[config.mk]
export PLATFORM = sky130hd
export DESIGN_NAME = ipd_frame_parser_core
export DESIGN_NICKNAME = d
export VERILOG_FILES = /design/src/design/ipdfp_pkg.sv /design/src/design/ipd_frame_parser_core.sv
export SDC_FILE = /design/constraint.sdc
export NUM_CORES = 1
export LEC_CHECK = 0
export BUFFER_PORTS_ARGS = -buffer_cell sky130_fd_sc_hd__buf_2
export CORE_AREA = 3 3 108 110
export DETAILED_ROUTE_END_ITERATION = 6
export DIE_AREA = 0 0 111 113
export SYNTH_ARGS = -nofsm -noshare
export SYNTH_HDL_FRONTEND = slang
export SYNTH_SLANG_ARGS = --single-unit
[constraint.sdc]
create_clock -name aclk -period 4.45 [get_ports aclk]
set_input_delay 0.2225 -clock aclk [delete_from_list [all_inputs] [get_ports aclk]]
set_output_delay 0.2225 -clock aclk [all_outputs]
set_load 0.01 [all_outputs]
[src/design/ipdfp_pkg.sv]
// ----------------------------------------------------------------------------
// ipdfp_pkg
// Shared constants for the +IPD frame parser: header characters, stage codes
// and field widths.
// ----------------------------------------------------------------------------
package ipdfp_pkg;

    localparam int BYTE_W  = 8;
    localparam int LEN_W   = 16;
    localparam int STAGE_W = 3;
    localparam int MUL_W   = LEN_W + 4;

    localparam logic [BYTE_W-1:0] CHAR_PLUS  = 8'h2B;
    localparam logic [BYTE_W-1:0] CHAR_I     = 8'h49;
    localparam logic [BYTE_W-1:0] CHAR_P     = 8'h50;
    localparam logic [BYTE_W-1:0] CHAR_D     = 8'h44;
    localparam logic [BYTE_W-1:0] CHAR_COMMA = 8'h2C;
    localparam logic [BYTE_W-1:0] CHAR_ZERO  = 8'h30;
    localparam logic [BYTE_W-1:0] CHAR_NINE  = 8'h39;

    localparam logic [LEN_W-1:0] LEN_MAX = '1;

    localparam logic [STAGE_W-1:0] STAGE_HUNT    = 3'd0;
    localparam logic [STAGE_W-1:0] STAGE_I       = 3'd1;
    localparam logic [STAGE_W-1:0] STAGE_P       = 3'd2;
    localparam logic [STAGE_W-1:0] STAGE_D       = 3'd3;
    localparam logic [STAGE_W-1:0] STAGE_COMMA   = 3'd4;
    localparam logic [STAGE_W-1:0] STAGE_LENGTH  = 3'd5;
    localparam logic [STAGE_W-1:0] STAGE_PAYLOAD = 3'd6;

endpackage

[src/design/ipd_frame_parser_core.sv]
// ----------------------------------------------------------------------------
// ipd_frame_parser_core
// Hunts for the "+IPD," header in a byte stream, reads the decimal length and
// forwards exactly that many payload bytes with their index and a last flag.
//
// channel   dir  tdata (low bit up)                       tlast
// s_        in   rx_byte[7:0]                             -
// m_        out  payload_byte[7:0], payload_index[23:8]   last_byte
//
// one byte per cycle sustained while the m_ side accepts; a byte passes the
// input register, then the parser state update into the output register
// the parser state machine is updated only when the output register can
// take a new value, so a stalled m_ side holds one result and one byte
// aresetn is synchronous and clears valid flags and parser state
// ----------------------------------------------------------------------------
module ipd_frame_parser_core
    import ipdfp_pkg::*;
(
    input  logic        aclk,
    input  logic        aresetn,
    input  logic        s_tvalid,
    output logic        s_tready,
    input  logic [7:0]  s_tdata,   // rx_byte
    output logic        m_tvalid,
    input  logic        m_tready,
    output logic [23:0] m_tdata,   // payload_byte, payload_index
    output logic        m_tlast    // last_byte
);

    logic               in_valid_reg;
    logic [BYTE_W-1:0]  in_byte_reg;

    logic [STAGE_W-1:0] stage_reg, stage_next;
    logic [LEN_W-1:0]   remain_reg, remain_next;
    logic [LEN_W-1:0]   pos_reg, pos_next;

    logic               out_valid_reg, out_valid_next;
    logic [BYTE_W-1:0]  out_byte_reg;
    logic [LEN_W-1:0]   out_index_reg;
    logic               out_last_reg;

    logic               advance;
    logic               process;
    logic               produce;
    logic               is_digit;
    logic [MUL_W-1:0]   len_mul;
    logic [LEN_W-1:0]   remain_dec;
    logic [BYTE_W-1:0]  expect_char;

    assign advance  = !out_valid_reg || m_tready;
    assign process  = in_valid_reg && advance;
    assign s_tready = !in_valid_reg || advance;

    assign is_digit   = (in_byte_reg >= CHAR_ZERO) && (in_byte_reg <= CHAR_NINE);
    assign len_mul    = {1'b0, remain_reg, 3'b000} + {3'b000, remain_reg, 1'b0}
                      + {{(MUL_W-BYTE_W){1'b0}}, in_byte_reg - CHAR_ZERO};
    assign remain_dec = remain_reg - {{(LEN_W-1){1'b0}}, 1'b1};

    always_comb begin
        case (stage_reg)
            STAGE_I:     expect_char = CHAR_I;
            STAGE_P:     expect_char = CHAR_P;
            STAGE_D:     expect_char = CHAR_D;
            STAGE_COMMA: expect_char = CHAR_COMMA;
            default:     expect_char = CHAR_PLUS;
        endcase
    end

    always_comb begin
        stage_next  = stage_reg;
        remain_next = remain_reg;
        pos_next    = pos_reg;
        produce     = 1'b0;
        case (stage_reg)
            STAGE_HUNT: begin
                if (in_byte_reg == CHAR_PLUS) begin
                    stage_next = STAGE_I;
                end
            end
            STAGE_I, STAGE_P, STAGE_D, STAGE_COMMA: begin
                if (in_byte_reg == expect_char) begin
                    stage_next = stage_reg + 3'd1;
                end else if (in_byte_reg == CHAR_PLUS) begin
                    stage_next = STAGE_I;
                end else begin
                    stage_next = STAGE_HUNT;
                end
            end
            STAGE_LENGTH: begin
                if (is_digit) begin
                    if (len_mul[MUL_W-1:LEN_W] != '0) begin
                        remain_next = LEN_MAX;
                    end else begin
                        remain_next = len_mul[LEN_W-1:0];
                    end
                end else if (remain_reg != '0) begin
                    pos_next   = '0;
                    stage_next = STAGE_PAYLOAD;
                end else begin
                    stage_next = STAGE_HUNT;
                end
            end
            STAGE_PAYLOAD: begin
                if (remain_reg != '0) begin
                    produce     = 1'b1;
                    remain_next = remain_dec;
                    pos_next    = pos_reg + {{(LEN_W-1){1'b0}}, 1'b1};
                    if (remain_dec == '0) begin
                        stage_next = STAGE_HUNT;
                    end
                end else begin
                    stage_next = STAGE_HUNT;
                end
            end
            default: begin
                stage_next = STAGE_HUNT;
            end
        endcase
    end

    always_comb begin
        if (advance) begin
            out_valid_next = process && produce;
        end else begin
            out_valid_next = out_valid_reg;
        end
    end

    always_ff @(posedge aclk) begin
        if (!aresetn) begin
            in_valid_reg  <= 1'b0;
            out_valid_reg <= 1'b0;
            stage_reg     <= STAGE_HUNT;
            remain_reg    <= '0;
            pos_reg       <= '0;
        end else begin
            if (s_tready) begin
                in_valid_reg <= s_tvalid;
            end
            out_valid_reg <= out_valid_next;
            if (process) begin
                stage_reg  <= stage_next;
                remain_reg <= remain_next;
                pos_reg    <= pos_next;
            end
        end
    end

    always_ff @(posedge aclk) begin
        if (s_tvalid && s_tready) begin
            in_byte_reg <= s_tdata;
        end
        if (process && produce) begin
            out_byte_reg  <= in_byte_reg;
            out_index_reg <= pos_reg;
            out_last_reg  <= (remain_dec == '0);
        end
    end

    assign m_tvalid = out_valid_reg;
    assign m_tdata  = {out_index_reg, out_byte_reg};
    assign m_tlast  = out_last_reg;

    // payload stage always has bytes left to send
    assert property (@(posedge aclk) disable iff (!aresetn)
        (stage_reg == STAGE_PAYLOAD) |-> (remain_reg != '0))
        else $error("payload stage with zero remaining length");

    // a pending last byte leaves the parser hunting
    assert property (@(posedge aclk) disable iff (!aresetn)
        (m_tvalid && m_tlast) |-> (stage_reg == STAGE_HUNT))
        else $error("parser not hunting after last byte");

    // a pending non-last byte keeps the parser in payload
    assert property (@(posedge aclk) disable iff (!aresetn)
        (m_tvalid && !m_tlast) |-> (stage_reg == STAGE_PAYLOAD))
        else $error("parser left payload before last byte");

    // next index follows the pending transaction
    assert property (@(posedge aclk) disable iff (!aresetn)
        m_tvalid |-> (pos_reg == out_index_reg + {{(LEN_W-1){1'b0}}, 1'b1}))
        else $error("payload index out of step");

endmodule
Yosys cells after proc, flatten, opt, wreduce, memory -nomap -nowiden
Cells that the tools add are included.
{ "op_classes": {"n_addsub": 6, "magnitude_cmp": 2, "eq_ne": 14, "n_mux": 19, "n_reduce_logical": 17} }
{ "ops": {"columns": ["cell", "count"], "rows": [
  ["16-bit two-way mux", 6],
  ["16-bit case mux with 2 select lines", 2],
  ["7-bit case mux with 4 select lines", 1],
  ["19-bit by 17-bit adder with 20-bit output", 1],
  ["20-bit by 8-bit adder with 20-bit output", 1],
  ["3-bit two-way mux", 6],
  ["16-bit by 1-bit adder with 16-bit output, second input constant", 1],
  ["16-bit zero test", 1],
  ["16-bit nonzero test", 1],
  ["16-bit by 1-bit subtractor with 16-bit output, second input constant", 1],
  ["3-bit case mux with 4 select lines", 1],
  ["2-bit inequality test, second input constant", 5],
  ["3-bit equality test, second input constant", 3],
  ["8-bit by 6-bit equality test with 1-bit output, second input constant", 1],
  ["8-bit equality test", 1],
  ["8-bit by 6-bit >= comparator with 1-bit output, second input constant", 1],
  ["8-bit by 6-bit less-or-equal comparator with 1-bit output, second input constant", 1],
  ["4-bit AND reduction", 2],
  ["8-bit by 6-bit subtractor with 8-bit output, second input constant", 1],
  ["3-bit by 2-bit equality test with 1-bit output, second input constant", 2],
  ["5-bit AND reduction", 1],
  ["1-bit logical AND", 4],
  ["4-bit nonzero test", 1],
  ["4-bit OR reduction", 1],
  ["other kinds (8)", 12]
]} }
{ "word_totals": {"register_bits": 70, "inputBits": 12, "out_inout_bits": 27, "elab_cells": 67} }

Logic depth before layout (Yosys ltp)
Gate-level depths: netlist of the first run.
{ "logic_depth": {"word_depth": 6, "ltp_mapped": 13} }

Worst setup path before layout of the first run
OpenSTA, ideal clock, no wires.
{ "synth_timing": {"path_type": "register to register", "from": "reg in_byte_reg[5]", "to": "reg remain_reg[14]", "setup_ps": 128, "t_arrival_ps": 3228, "required_ps": 4322, "path_slack_ps": 1093, "path_stages_with_launch": 13, "n_path_buf": 1, "synth_period_minus_slack_ps": 3357, "cell_sequence": "edfxtp_1 > ha_1 > xnor2_1 > fa_1 > ha_1 > a21o_1 > a221oi_4 > nor3_2 > or2_0 > o32ai_4 > and2_4 > buf_6 > o211ai_2"} }
{ "synth_via": {"elab_chain_len": 6, "word_cells_on_any_way": 11, "cone_classes": "add/sub (2); order compare (2); eq/ne (1); mux (3); reduce/logical (3)"} }
{ "synth_lines": {"columns": ["item", "line_no", "rtl"], "rows": [
  ["from (decl)", "ipd_frame_parser_core.sv:31", "logic [BYTE_W-1:0] in_byte_reg;"],
  ["from (signal assigned)", "ipd_frame_parser_core.sv:151", "in_byte_reg <= s_tdata;"],
  ["8-bit by 6-bit subtractor with 8-bit output", "ipd_frame_parser_core.sv:56", "+ {{(MUL_W-BYTE_W){1'b0}}, in_byte_reg - CHAR_ZERO};"],
  ["20-bit by 8-bit adder with 20-bit output", "ipd_frame_parser_core.sv:56", null],
  ["4-bit nonzero test", "ipd_frame_parser_core.sv:91", "if (len_mul[MUL_W-1:LEN_W] != '0) begin"],
  ["16-bit two-way mux", "ipd_frame_parser_core.sv:91", null],
  ["16-bit two-way mux", "ipd_frame_parser_core.sv:90", "if (is_digit) begin"],
  ["16-bit case mux with 2 select lines", "ipd_frame_parser_core.sv:74", "case (stage_reg)"],
  ["to (signal assigned)", "ipd_frame_parser_core.sv:143", "remain_reg <= remain_next;"],
  ["to (decl)", "ipd_frame_parser_core.sv:34", "logic [LEN_W-1:0] remain_reg, remain_next;"]
]} }
Several ways; a longest one is shown, not always the timed one. The select of a mux whose other input is x is not followed.
A chain may end at the register's enable or synchronous reset.

Final worst setup path of the first run
{ "layout_timing": {"from": "reg in_byte_reg[5]", "to": "reg remain_reg[1]"} }
The elaborated chain is that of the path after synthesis.

==> key figures, run 1 <==
Floorplanning
  • # rows: 38
  • Die width: 111 um
  • Starting Density: roughly 45%
  • Core area: about 11,000 um^2
  • Io pins: 39
  • Full die area: 12,500 um^2
  • Die height: 113 um

Clock tree
  • Clock buffer depth: 2
  • TritonCTS Sinks: 70
  • Setup bufs post-CTS: 0
  • Num CTS Buffers: 9
  • CTS tree: built
  • Worst-Skew Late Latency: around 0.36 ns
  • Root buffer cell: clkbuf_8
  • Hold_buf cts: 0
  • H-tree levels: 3
  • Clock transition at the registers of the reported paths: 0.08 ns
  • PostCTS Resize Cnt: 0

Global routing
  • GRT Overall Usage: 18.7%
  • Largest net degree at the start of global routing: 25
  • Grt total ovfl: 0
  • Vias in the first global route: about 3,900
  • Antenna violations before repair: 0
  • First-pass GRT wire length: 19,200 um

Placement
  • IO Port Bufs: 38
  • Final RePlAce weighted congestion: slightly above 0.9
  • Inst Count DP: about 670
  • DP Wirelength: 8670 um

Critical path
  • CP Max Fanout: 11
  • Crit-path cells: ha_1 -> xnor2_1 -> fa_1 -> ha_1 -> a21o_1 -> a221oi_4 -> nor3_2 -> or2_0 -> o32ai_4 -> and2_4 -> o221ai_1
  • CP delay by family, top: adder cells
  • Startpoint Class: flop
  • WS Path Type: flop to flop
  • Largest stage delay on the critical path: roughly 0.52 ns
  • Most frequent CP cell: ha_1
  • Critical Path AT: approximately 4.0 ns
  • Critical Path RT: ~4.7 ns
  • WP buf/inv: 0
  • Slowest cell on crit path: edfxtp_1
  • CP endpoint kind: flop

Timing
  • Final setup fails: 0
  • Clock skew: 0.0134 ns
  • Final hold vios: 0
  • Min Hold Slack: 0.0363 ns
  • Fin. max-slew vios: 0
  • RSZ-0062 raised after global routing: false
  • Final period utilization: ~84%
  • Max-slew headroom: 37.7%
  • Slew @ Worst Pin: approximately 0.93 ns
  • Final Critical Period: 3.73 ns
  • Setup_tns: 0 ns
  • Fmax: approximately 0.27 GHz

Finish
  • Filler Cell Count: 1,039
  • Share of cells above drive strength 1: 16.8%
  • Non-filler cells, final: roughly 680
  • # diodes: 0
  • Syn-to-layout area delta: 9.64%
  • Nets: 593

Logic synthesis
  • Commonest cells post-synth: 43 x nor2_1, 37 x dfxtp_1, 37 x ha_1
  • Asr flop ratio synth: 0%
  • Syn avg cell area: 9.63 um^2
  • Synthesized flop and latch total: 70
  • Register area share after synthesis: 35.7%
  • Post-synth top area share: slightly above 20%
  • Top-count cell post-synth: nor2_1
  • Mapped Area: 4850 um^2
  • Synthesized Nets: between 500 and 600
  • Synth area leader: edfxtp_1
  • Cells after Synth: 504
  • Yosys warnings: 0
  • EDFF count, synth: 33
  • Area contributors post-synth: edfxtp_1 20%, dfxtp_1 15%, ha_1 9.5%, xor2_1 3.6%, a21oi_1 3.5%
  • Yosys cell types: 80
  • Predominant post-synthesis flop cell: dfxtp_1

Detailed routing
  • Wirelength, routed: 11,500 um
  • Routed length per instance: 16.9 um
  • Pre-Repair DR Iteration Count: 6
  • Via density: roughly 5.8
  • Drt drc: 0
  • Vias after detailed routing: between 3,000 and 4,000
  • Antenna-violating nets left: 0
  • Initial DRC count: between 200 and 300

Power and ir drop
  • Pwr Density: 229 nW/um^2
  • Peak supply drop: 187 uV
  • P_leak: 2.04 nW

Outcome
  • Outcome: finished clean

Run
  • Max-cap violations: 0

Hold path
  • HP Class: input port to flop
## per-layer routing
| layer | vias up | wire length, um | global-route usage [%] |
|---|---|---|---|
| li1 | 1971 | - | - |
| met1 | 1892 | 5200 | 23.6 |
| met2 | 97 | 5590 | 31.8 |
| met3 | 16 | 478 | 3.74 |
| met4 | 0 | 245 | 6.90 |
| met5 | - | 0 | 0 |
## worst paths after layout
path	start	endpoint	slack (ns)	cells past startpoint
setup / recovery	in_byte_reg[5]	remain_reg[1]	0.72	11
hold / removal	s_tdata[7]	in_byte_reg[7]	0.04	1
setup reg to reg	in_byte_reg[5]	remain_reg[1]	0.72	11
hold reg to reg	pos_reg[15]	out_index_reg[15]	0.46	0
## placed cells by master (no fill, tap or decap), drive strengths merged, types with 3 or more instances in the layout
cell / n
a21o: 7
clkbuf: 9
nand4: 9
buf: 41
edfxtp: 33
a31oi: 8
o211ai: 7
a21oi: 34
nor3b: 6
and3: 11
o21a: 6
a31o: 3
inv: 21
clkinv: 5
nand2: 33
nor3: 11
nor2: 43
nor4b: 3
a311o: 3
o31ai: 5
nor2b: 4
or2: 3
dfxtp: 37
and2: 9
nor4: 5
a311oi: 5
fa: 6
o221ai: 6
o32ai: 3
ha: 37
nand2b: 9
a211oi: 5
nand3: 33
xor2: 20
or3: 5
o21ai: 20
xnor2: 11
## kinds of logic after synthesis
group / Yosys count / share of synthesized area, %
xor gates and xnor gates: 31 / 5.59
and+or+nand+nor: 189 / 21.6
DFF: 70 / 35.7
AOI/OAI and AO/OA: 132 / 21.2
adders and majority gates: 43 / 12.0
buffers and inverters: 38 / 3.61
muxes: 1 / 0.232
## stage by stage
stage | worst slack (ns) | cell area [um^2] | utilization, % | power, W
6_report | 0.716 | 5320 | 49.3 | 0.00122
5_1_grt | 0.475 | 5320 | 49.3 | 0.00127
4_1_cts | 0.697 | 5320 | 49.3 | 0.00123
3_5_place_dp | 0.728 | 5150 | 47.7 | 0.000771
3_3_place_gp | 0.827 | 5150 | 47.7 | 0.000770
2_1_floorplan | 1.09 | 4850 | - | 0.000750
## layout make-up
class	instances	area (um^2)	share of cell area [%]
clock inverters	7	47.5	0.893
flip-flops and latches	70	1730	32.5
well taps	140	175	3.29
clock buffers	9	124	2.33
multi-input cells	396	2960	55.5
repair buffers	41	213	4.00
inverters	20	75.1	1.41
## report_power, final
part           switching (W)  internal, W   total, W
combinational      0.0000392    0.0000280  0.0000671
clock               0.000258     0.000203   0.000461
sequential         0.0000126     0.000678   0.000691
No activity file was read; power rests on OpenSTA's default activity.
==> inputs of run 2 (changes only) <==
Clock period 4.45 ns to 3.11 ns, I/O delays scaled along.
==> run 2 against run 1 <==
  * The run now ends with negative setup slack left
  * Non-clock buffer count grew 63
  * Register-to-register slack lost 0.88 ns
  * Hold slack gained 0.0047 ns
  * Combinational power grew 130%
  * Cell count grew 9.4%
  * Critical endpoint is now remain_reg[8]
  * Largest power group unchanged
==> key figures, run 2 (synthesis results as in run 1) <==
Run
  • Max-cap violations: 0 (unchanged)

Critical path
  • Critical Path RT: 3.39 ns (-1.29 ns)
  • CP endpoint kind: flop
  • FF-to-FF setup slack: -0.16 ns (-0.88 ns)
  • Critical Path AT: 3.55 ns (-0.41 ns)
  • Slowest cell on crit path: fa_2
  • WS Path Type: flop to flop
  • WP buf/inv: 2 (+2)
  • CP Max Fanout: 5 (-6)
  • CP delay by family, top: compound AO/OA/AOI/OAI gates
  • Crit-path cells: ha_2 -> xnor2_2 -> fa_2 -> ha_4 -> a21o_1 -> a221oi_4 -> nor3_2 -> buf_4 -> o31ai_4 -> o32ai_4 -> buf_6 -> and2_4 -> a211oi_2
  • Largest stage delay on the critical path: 0.56 ns (+0.04 ns)
  • Startpoint Class: flop

Detailed routing
  • Wirelength, routed: 12,400 um (+7.8%)
  • Vias after detailed routing: 4,240 (+6.6%)
  • Antenna-violating nets left: 0 (unchanged)
  • Drt drc: 0 (unchanged)
  • Pre-Repair DR Iteration Count: 5 (-1)
  • Via density: 5.68 (-2.5%)
  • Initial DRC count: 343 (+35%)
  • Routed length per instance: 16.6 um (-1.4%)

Power and ir drop
  • Clock Power Share: 37.7% (about the same)
  • Pint: 0.00138 W (+52%)
  • Comb pwr share: 8.4% (+2.9 points)
  • Total power: 0.00182 W (+49%)
  • P_leak: 2.48 nW (+21%)
  • P_sw: 0.000434 W (+40%)
  • Switching share of power: 23.9% (-1.6 points)
  • Peak supply drop: 248 uV (+33%)
  • Pwr Density: 307 nW/um^2 (+34%)
  • Seq pwr share: 53.9% (-2.8 points)

Finish
  • Share of cells above drive strength 1: 26.0% (+9.3 points)
  • Filler Cell Count: 970 (-6.6%)
  • Non-filler cells, final: 747 (+9.4%)
  • Multi-input logic area: 3030 um^2 (+2.5%)
  • # diodes: 0 (unchanged)
  • Commonest non-fill, non-tap cell in the layout: buf_4
  • Commonest non-fill, non-tap cells in the layout: 56 x buf_4, 42 x nor2_1, 38 x buf_2
  • Syn-to-layout area delta: 21.9%
  • Post-layout util: 54.8% (+5.5 points)
  • Nets: 657 (+11%)
  • Sequential cell area: 1730 um^2 (unchanged)

Outcome
  • Outcome: complete, but fails checks
  • Failing checks: negative setup slack

Clock tree
  • Worst-Skew Late Latency: 0.35 ns (about the same)
  • H-tree levels: 3 (unchanged)
  • Root buffer cell: clkbuf_8
  • CTS tree: built
  • Clock buffer depth: 2 (unchanged)
  • Num CTS Buffers: 9 (unchanged)
  • TritonCTS Sinks: 70 (unchanged)
  • Clock transition at the registers of the reported paths: 0.07 ns (about the same)

Global routing
  • Largest net degree at the start of global routing: 26 (+4.0%)
  • GRT Overall Usage: 20.3% (+1.6 points)
  • Grt total ovfl: 0 (unchanged)
  • Vias in the first global route: 4,167 (+7.6%)
  • First-pass GRT wire length: 20,900 um (+8.8%)
  • Antenna violations before repair: 0 (unchanged)

Floorplanning
  • Die height: 113 um (unchanged)
  • # rows: 38 (unchanged)
  • Io pins: 39 (unchanged)
  • Die width: 111 um (unchanged)
  • Core area: 10,800 um^2 (unchanged)
  • Full die area: 12,500 um^2 (unchanged)
  • Starting Density: 45.0% (unchanged)

Timing
  • Final hold vios: 0 (unchanged)
  • Max-slew headroom: 35.7% (-2.0 points)
  • Final Critical Period: 3.27 ns (-0.461 ns)
  • Setup_tns: -1.70 ns (-1.70 ns)
  • Setup WS post-layout: -0.163 ns (-0.879 ns)
  • Final period utilization: 105% (+21 points)
  • Slew @ Worst Pin: 0.959 ns (+0.0299 ns)
  • Clock skew: 0.00733 ns (-0.00607 ns)
  • Fin. max-slew vios: 0 (unchanged)
  • Final setup fails: 16 (+16)
  • RSZ-0062 raised after global routing: true
  • Fmax: 0.305 GHz (+14%)
  • Min Hold Slack: 0.0411 ns (+0.00475 ns)

Hold path
  • HP Class: input port to flop

Placement
  • IO Port Bufs: 38 (unchanged)
  • DP Wirelength: 9410 um (+8.5%)
  • Inst Count DP: 719 (+7.8%)
  • Final RePlAce weighted congestion: 0.874 (-3.9%)
run 2: cell count changes in the layout (fill, tap and decap cells not counted), moves of 3 or more:
cell	previous run	this run
dlygate4sd3_1	0	8
a21oi_1	34	31
ha_1	37	34
buf_4	3	56
a21oi_2	0	3
run 2: stage by stage:
stage,instance area (um^2),setup slack [ns]
2_1_floorplan,4890,-0.137
3_3_place_gp,5590,-0.117
3_5_place_dp,5590,-0.230
4_1_cts,5900,-0.177
5_1_grt,5920,-0.292
6_report,5920,-0.163
run 2: cell type report:
cell class	instances	area share, %
multi-input cells	397	51.2
flip-flops and latches	70	29.3
repair buffers	104	12.2
well taps	140	2.96
clock buffers	11	2.58
inverters	20	1.27
clock inverters	5	0.529
run 2: path summary, 6_finish.rpt:
kind,from,endpoint,depth (start not counted)
hold reg to reg,pos_reg[15],out_index_reg[15],0
setup reg to reg,in_byte_reg[4],remain_reg[8],13
setup / recovery,in_byte_reg[4],remain_reg[8],13
hold / removal,s_tvalid,in_valid_reg,3
run 2: power by group through the flow:
stage	Clock [W]	Combinational, W	Sequential [W]
floorplan	0	0.0000800	0.00100
global placement	0	0.000140	0.00100
detailed placement	0	0.000142	0.00100
CTS	0.000705	0.000151	0.000980
global route	0.000753	0.000168	0.000981
finish	0.000686	0.000153	0.000980
run 2: layer usage:
| metal | GRT usage, % | up-vias | part of all wire (%) |
|---|---|---|---|
| met5 | 0 | - | 0 |
| met4 | 6.32 | 0 | 1.7 |
| met3 | 3.74 | 19 | 3.6 |
| met2 | 33.8 | 98 | 49 |
| met1 | 26.9 | 2030 | 46 |
| li1 | - | 2093 | - |
run 2: worst min-delay path, delay by kind of cell:
kind	cells	cell delay, ns
compound gates	1	0.04
simple gates	1	0.07
buf+inv	1	0.10
run 2: timing repair:
| item | 4_1_cts | 5_1_grt |
|---|---|---|
| hold buffers | 8 | 0 |
| pin swaps | 6 | 1 |
| endpoints found under the hold margin | 8 | 0 |
| gates resized for setup | 9 | 2 |
| gates cloned | 1 | 0 |
| setup endpoints to repair | 16 | 16 |
| buffers inserted | 2 | 1 |
